==> src/rtl/cg_pkg.sv <==
`default_nettype none
package cg_pkg;

	localparam int VW = 32;
	localparam int AW = 64;
	localparam int FRAC = 16;
	localparam int IDX_W = 4;
	localparam int MAX_ORDER = 16;
	localparam int MAT_DEPTH = MAX_ORDER * MAX_ORDER;
	localparam int DIV_STEPS = AW + FRAC;
	localparam int DIV_QBITS = VW - 1;

	localparam logic signed [VW-1:0] VMAX = {1'b0, {(VW-1){1'b1}}};
	localparam logic signed [VW-1:0] VMIN = {1'b1, {(VW-1){1'b0}}};

	localparam logic [1:0] OP_LD_A = 2'd0;
	localparam logic [1:0] OP_LD_B = 2'd1;
	localparam logic [1:0] OP_LD_X = 2'd2;
	localparam logic [1:0] OP_SOLVE = 2'd3;

	localparam logic [1:0] CFG_SIZE = 2'd0;
	localparam logic [1:0] CFG_TOL = 2'd1;
	localparam logic [1:0] CFG_LIMIT = 2'd2;
	localparam logic [1:0] CFG_PERIOD = 2'd3;

	typedef enum logic [2:0] {
		U_RES = 3'd0,
		U_DAM = 3'd1,
		U_RR  = 3'd2,
		U_DEN = 3'd3,
		U_UX  = 3'd4,
		U_UR  = 3'd5,
		U_RRN = 3'd6,
		U_UD  = 3'd7
	} uop_t;

	typedef struct packed {
		logic [1:0] op;
		logic [3:0] row;
		logic [3:0] col;
		logic signed [31:0] value;
	} req_t;

	typedef struct packed {
		logic [3:0] index;
		logic signed [31:0] component;
		logic last;
		logic [15:0] iterations_done;
	} res_t;

	typedef struct packed {
		uop_t uop;
		logic [IDX_W-1:0] i;
		logic [IDX_W-1:0] j;
		logic load;
		logic mul;
		logic e2;
		logic col;
		logic copy_d;
		logic dot;
		logic tgt_mul;
		logic tgt_src;
		logic tgt_sum;
		logic div_start;
		logic div_sel;
		logic rr_adv;
	} cmd_t;

	typedef struct packed {
		logic acc_zero;
		logic rr_zero;
		logic rr_gt_tgt;
		logic div_done;
	} stat_t;

	function automatic logic signed [VW-1:0] sat_v(input logic signed [VW:0] v);
		if (v[VW] != v[VW-1]) begin
			return v[VW] ? VMIN : VMAX;
		end
		return v[VW-1:0];
	endfunction

	// Q32.32 to Q16.16, round half up, saturate
	function automatic logic signed [VW-1:0] to_q(input logic signed [AW-1:0] v);
		logic [AW:0] t;
		logic [AW-FRAC:0] s;
		t = {v[AW-1], v} + 65'd32768;
		s = t[AW:FRAC];
		if (&s[AW-FRAC:VW-1] || !(|s[AW-FRAC:VW-1])) begin
			return s[VW-1:0];
		end
		return s[AW-FRAC] ? VMIN : VMAX;
	endfunction

	function automatic logic signed [AW-1:0] sadd(input logic signed [AW-1:0] a,
			input logic signed [AW-1:0] b);
		logic [AW:0] s;
		s = {a[AW-1], a} + {b[AW-1], b};
		if (s[AW] != s[AW-1]) begin
			return s[AW] ? {1'b1, {(AW-1){1'b0}}} : {1'b0, {(AW-1){1'b1}}};
		end
		return s[AW-1:0];
	endfunction

endpackage
`default_nettype wire

==> src/rtl/cg_ctrl.sv <==
`default_nettype none
module cg_ctrl (
	input  wire logic                 clk,
	input  wire logic                 arst_n,
	input  wire logic                 req_valid,
	input  wire logic [1:0]           req_op,
	output logic                      req_stall,
	output logic                      res_valid,
	input  wire logic                 res_stall,
	output logic [3:0]                res_index,
	output logic                      res_last,
	output logic [15:0]               iter,
	input  wire logic [4:0]           size,
	input  wire logic [15:0]          limit,
	input  wire logic [15:0]          period,
	input  wire cg_pkg::stat_t        stat,
	output cg_pkg::cmd_t              cmd
);
	typedef enum logic [11:0] {
		S_IDLE = 12'b000000000001,
		S_E0   = 12'b000000000010,
		S_E1   = 12'b000000000100,
		S_E2   = 12'b000000001000,
		S_COL  = 12'b000000010000,
		S_DOTW = 12'b000000100000,
		S_TG1  = 12'b000001000000,
		S_TG2  = 12'b000010000000,
		S_CHK  = 12'b000100000000,
		S_DIVS = 12'b001000000000,
		S_DIVW = 12'b010000000000,
		S_OUT  = 12'b100000000000
	} state_t;

	state_t st_q;
	cg_pkg::uop_t uop_q;
	logic [cg_pkg::IDX_W-1:0] i_q, j_q, nm1;
	logic init_q, pass_q, dsel_q;
	logic [15:0] iter_q, rst_q;
	logic last_i, is_mat, is_dot, fin_go;

	always_comb begin
		if (size == 5'd0) begin
			nm1 = '0;
		end else if (size > 5'(cg_pkg::MAX_ORDER)) begin
			nm1 = 4'(cg_pkg::MAX_ORDER - 1);
		end else begin
			nm1 = 4'(size - 5'd1);
		end
		last_i = i_q == nm1;
		is_mat = (uop_q == cg_pkg::U_RES) || (uop_q == cg_pkg::U_DAM);
		is_dot = (uop_q == cg_pkg::U_RR) || (uop_q == cg_pkg::U_RRN) ||
			(uop_q == cg_pkg::U_DEN);
		fin_go = ((st_q == S_E2) && last_i && !is_mat && !is_dot) ||
			((st_q == S_COL) && (j_q == nm1)) || (st_q == S_DOTW);
	end

	always_comb begin
		cmd = '0;
		cmd.uop = uop_q;
		cmd.i = i_q;
		cmd.j = j_q;
		cmd.load = (st_q == S_IDLE) && req_valid && (req_op != cg_pkg::OP_SOLVE);
		cmd.mul = st_q == S_E1;
		cmd.e2 = st_q == S_E2;
		cmd.col = st_q == S_COL;
		cmd.copy_d = init_q;
		cmd.dot = st_q == S_DOTW;
		cmd.tgt_mul = st_q == S_TG1;
		cmd.tgt_src = pass_q;
		cmd.tgt_sum = st_q == S_TG2;
		cmd.div_start = st_q == S_DIVS;
		cmd.div_sel = dsel_q;
		cmd.rr_adv = (st_q == S_E2) && last_i && (uop_q == cg_pkg::U_UD);
	end

	always_ff @(posedge clk or negedge arst_n) begin
		if (!arst_n) begin
			st_q <= S_IDLE;
			uop_q <= cg_pkg::U_RES;
			i_q <= '0;
			j_q <= '0;
			init_q <= 1'b0;
			pass_q <= 1'b0;
			dsel_q <= 1'b0;
			iter_q <= '0;
			rst_q <= '0;
		end else begin
			unique case (st_q)
				S_IDLE: begin
					if (req_valid && (req_op == cg_pkg::OP_SOLVE)) begin
						st_q <= S_E0;
						uop_q <= cg_pkg::U_RES;
						init_q <= 1'b1;
						i_q <= '0;
						j_q <= '0;
						iter_q <= '0;
						rst_q <= '0;
					end
				end
				S_E0: st_q <= S_E1;
				S_E1: st_q <= S_E2;
				S_E2: begin
					if (!last_i) begin
						i_q <= i_q + 1'b1;
						st_q <= S_E0;
					end else if (is_mat) begin
						st_q <= S_COL;
					end else if (is_dot) begin
						st_q <= S_DOTW;
					end
				end
				S_COL: begin
					if (j_q != nm1) begin
						j_q <= j_q + 1'b1;
						i_q <= '0;
						st_q <= S_E0;
					end
				end
				S_DOTW: ;
				S_TG1: st_q <= S_TG2;
				S_TG2: begin
					pass_q <= !pass_q;
					st_q <= pass_q ? S_CHK : S_TG1;
				end
				S_CHK: begin
					i_q <= '0;
					if ((iter_q < limit) && stat.rr_gt_tgt) begin
						uop_q <= cg_pkg::U_DAM;
						st_q <= S_E0;
					end else begin
						st_q <= S_OUT;
					end
				end
				S_DIVS: st_q <= S_DIVW;
				S_DIVW: begin
					if (stat.div_done) begin
						uop_q <= dsel_q ? cg_pkg::U_UD : cg_pkg::U_UX;
						st_q <= S_E0;
					end
				end
				S_OUT: begin
					if (!res_stall) begin
						if (last_i) begin
							st_q <= S_IDLE;
						end else begin
							i_q <= i_q + 1'b1;
						end
					end
				end
				default: st_q <= S_IDLE;
			endcase

			// pick the next pass once the current vector pass completes
			if (fin_go) begin
				i_q <= '0;
				j_q <= '0;
				case (uop_q)
					cg_pkg::U_RES: begin
						uop_q <= init_q ? cg_pkg::U_RR : cg_pkg::U_RRN;
						st_q <= S_E0;
					end
					cg_pkg::U_DAM: begin
						uop_q <= cg_pkg::U_DEN;
						st_q <= S_E0;
					end
					cg_pkg::U_RR: begin
						pass_q <= 1'b0;
						st_q <= S_TG1;
					end
					cg_pkg::U_DEN: begin
						dsel_q <= 1'b0;
						st_q <= stat.acc_zero ? S_OUT : S_DIVS;
					end
					cg_pkg::U_UX: begin
						st_q <= S_E0;
						if (rst_q == period) begin
							rst_q <= '0;
							init_q <= 1'b0;
							uop_q <= cg_pkg::U_RES;
						end else begin
							uop_q <= cg_pkg::U_UR;
						end
					end
					cg_pkg::U_UR: begin
						uop_q <= cg_pkg::U_RRN;
						st_q <= S_E0;
					end
					cg_pkg::U_RRN: begin
						dsel_q <= 1'b1;
						st_q <= stat.rr_zero ? S_OUT : S_DIVS;
					end
					default: begin
						iter_q <= iter_q + 1'b1;
						rst_q <= rst_q + 1'b1;
						st_q <= S_CHK;
					end
				endcase
			end
		end
	end

	assign req_stall = st_q != S_IDLE;
	assign res_valid = st_q == S_OUT;
	assign res_index = i_q;
	assign res_last = last_i;
	assign iter = iter_q;
endmodule
`default_nettype wire
==> config.mk <==
export PLATFORM = sky130hd
export DESIGN_NAME = cg_ctrl
export DESIGN_NICKNAME = d
export VERILOG_FILES = /design/src/rtl/cg_pkg.sv /design/src/rtl/cg_ctrl.sv
export SDC_FILE = /design/constraint.sdc
export NUM_CORES = 1
export LEC_CHECK = 0
export ABC_AREA = 1
export BUFFER_PORTS_ARGS = -buffer_cell sky130_fd_sc_hd__buf_4
export CORE_ASPECT_RATIO = 0.7
export CORE_MARGIN = 4
export CORE_UTILIZATION = 52
export CTS_BUF_LIST = sky130_fd_sc_hd__clkbuf_8 sky130_fd_sc_hd__clkbuf_16
export DETAILED_ROUTE_END_ITERATION = 7
export PLACE_DENSITY = 0.87
export SETUP_SLACK_MARGIN = 0.2
export SLEW_MARGIN = 20
export SYNTH_ARGS = -nofsm -noshare
export SYNTH_HDL_FRONTEND = slang
export SYNTH_SLANG_ARGS = --single-unit
export TNS_END_PERCENT = 1
==> constraint.sdc <==
create_clock -name clk -period 2.8 [get_ports clk]
set_input_delay 0.84 -clock clk [delete_from_list [all_inputs] [get_ports clk]]
set_output_delay 0.84 -clock clk [all_outputs]
set_load 0.005 [all_outputs]
==> metrics.yaml <==
die_extent_in_x_um: 126
finalSetupViolations: 2
status: "finished, violations left"
utilization: 0.701
layout.cell_area.non_filler_mm2: 0.00649
final_period_minus_worst_setup_slack_ps: 2970
pin_count_of_the_biggest_net_entering_global_routing: 59
die_h_um: 90.3
synth_compound_area_frac: 0.107
synth.area.mux_share: 0
antenna_cells: 0
die-area_mm2: 0.0113
drt_first_pass_iters: 7
hpwlAfterDp_mm: 10.4
r2r_setup_slack_ps: 390
placementRows: 29
ys_types: 49
largest_family_of_logic_cells_by_synthesized_area: "simple AND/OR/NAND/NOR gates"
crit_path_required_time_ps: 1960
synth.avg_cell_area_um2: 6.76
start_kind: "input port"
rsz_0062_raised_after_global_routing: "true"
hp_class: "reg -> reg"
final_critical_path_setup_slack_ps: -173
synth_adder_area_share: 0.0548
synthSimpleGateAreaFrac: 0.376
vias_per_cell: 5.55
cts.root.buffer_cell: "sky130_fd_sc_hd__clkbuf_16"
post_synthesis_share_of_cell_area_spent_on_xor_and_xnor_gates: 0.0575
syn-num-nets: 812
vias: 5429
maxCapViolCount: 0
worst_skew_pair.late_latency_ps: 340
grt_remaining_overflow: 0
timing.final.crit_share: 1.06
dr.first_iter.drc_count: 570
netlist_area_mm2: 0.00503
antenna_found_initial: 0
tritoncts.num_buffers: 9
top_level_ports: 93
core-area_mm2: 0.00925
average_wire_length_per_cell_after_detail_routing_um: 15.2
final_cell_count_no_fill: 978
clock_path_buffers: 2
cp_data_arrival_time_ps: 2130
power_mw: 3.18
critPathCaptureType: "output port"
dpl_cell_area_mm2: 0.00596
synth_seq_cells: 58
total_track_usage: 0.250
finalSetupTns_ps: -342
drtAntennaViolNets: 0
maxClockFrequency_mhz: 336
worst-setup-path-type: "in -> out"
place.port_buffers: 92
synth-warning-count: 0
synthCells: 743
tightest_slew_ps: 758
tritoncts: "done"
power_per_cell_area_mw_per_mm2: 489
worst_slew_margin_rel: 0.494
cts_sinks: 58
placed_cells_incl_taps: 958
fillers: 727
route.detailed.drc: 0
vdd.ir_drop.worst_uv: 308
cts_htree_levels: 3
clkSlewWorstSetupHoldPaths_ps: 60
start_util: 0.543
post_route_cells_drive_above_1_share: 0.241
cts.hold.buffers_added: 0
first_global_vias: 4830
layout-area-overhead-vs-synth_pct: 29.1
grt_first_pass_wirelength_mm: 23.6
finalNetCount: 918
route.final.wire_length_mm: 14.9
routabilityCongestion: 0.976
fin_skew_ps: 9.12
slew_viol_final: 0
finalHoldViolCount: 0
yosysSeqAreaShare: 0.289
failed_checks: "setup timing"
critical_path_peak_fanout: 3
leakagePower_nw: 3.39
-- metal layers --
metal	routed length, um	track usage	up-vias
met5	0	0	-
met4	281	0.0532	0
met3	1900	0.0727	42
met2	6390	0.364	342
met1	6310	0.367	2431
li1	-	-	2614
-- final timing paths --
check	end	startpoint	cells past startpoint
worst max-delay path	cmd[0]	size[1]	14
worst min-delay path	res_index[3]	res_index[3]	2
worst max register to register	rst_q[10]	st_q[9]	13
worst min register to register	res_index[3]	res_index[3]	2
max in group asynchronous	j_q[0]	arst_n	1
min in group asynchronous	rst_q[4]	arst_n	1
-- cell families (layout without fill, tap and decap cells) --
kind of cell	count (synthesis)	after routing
compound gates	87	87
xor+xnor	33	33
fa+ha+maj	22	22
buf+inv	138	249
flops	58	58
simple gates	405	405
-- synthesized netlist by cell type, drive strengths merged --
library cell    n  area [um2]
nand2         201         779
inv           113         424
nor2           78         353
nand3          60         333
dfrtp          57        1430
o21ai          34         193
a21oi          28         148
ha             22         275
xor2           22         193
nand4          19         131
nor3           18        90.1
buf            14         114
nor4           11        68.8
xnor2          11        96.3
clkbuf          9        35.0
nand3b          8        72.6
o211ai          8        60.1
o221ai          5        43.8
and2            4        25.0
or2             4        25.0
a211oi          3        22.5
o21a            3        22.5
clkinv          2        7.51
a21boi          1        7.51
a22oi           1        7.51
a2bb2oi         1        8.76
a31oi           1        6.26
and3            1        6.26
dfstp           1        26.3
nor3b           1        7.51
o2111ai         1        8.76
o311ai          1        8.76
-- state kept, by name, summed over array words and instances, names as in the netlist --
register and flops:
uop_q 3, st_q 12, res_index 4, pass_q 1, rst_q 16, init_q 1
j_q 4, iter 16, dsel_q 1
-- per-stage QoR --
step	setup WS, ps	hold WS, ps
floorplan	113	476
global placement	-204	498
detailed placement	-230	505
CTS	-93.6	528
global route	-272	571
finish	-173	549
-- power by group --
part           switching (mW)  leakage (nW)  internal (mW)
combinational           0.599          2.44          0.371
clock                   0.435         0.156          0.786
sequential             0.0825         0.793          0.901
-- timing repair --
action / in CTS / in global routing
setup endpoints to repair: 7 / 49
hold endpoints to repair: 0 / 0
cloned: 0 / 0
pin swaps: 8 / 11
buffers inserted: 4 / 0
gates resized for setup: 8 / 35
-- cells in the final DEF, fill, tap and decap left out, drive strengths merged, types with 8 or more instances in the layout --
cell type  netlist  routed
a21oi           28      28
buf             14     118
clkbuf           9       9
dfrtp           57      57
ha              22      22
inv            113     114
nand2          201     201
nand3           60      60
nand3b           8       8
nand4           19      19
nor2            78      78
nor3            18      18
nor4            11      11
o211ai           8       8
o21ai           34      34
xnor2           11      11
xor2            22      22
-- area by class of cell --
cell class	count	area [um2]	area share
Timing Repair Buffer	118	938	0.145
Clock inverter	7	103	0.0158
Multi-Input combinational cell	547	3160	0.486
Inverter	115	459	0.0708
Tap cell	124	155	0.0239
Sequential cell	58	1450	0.224
Clock buffer	9	225	0.0347
-- critical path: stages --
cell and delay, ps:
sky130_fd_sc_hd__buf_12 110, sky130_fd_sc_hd__inv_12 40, sky130_fd_sc_hd__ha_4 150, sky130_fd_sc_hd__inv_4 50, sky130_fd_sc_hd__nor2_4 90, sky130_fd_sc_hd__nand2_2 90, sky130_fd_sc_hd__nand2_2 90, sky130_fd_sc_hd__nand2_2 50
sky130_fd_sc_hd__nand2_2 80, sky130_fd_sc_hd__o21ai_2 50, sky130_fd_sc_hd__nor2_2 140, sky130_fd_sc_hd__nand3_2 120, sky130_fd_sc_hd__nor2_4 130, sky130_fd_sc_hd__buf_6 110
(Power assumes the default switching activity.)
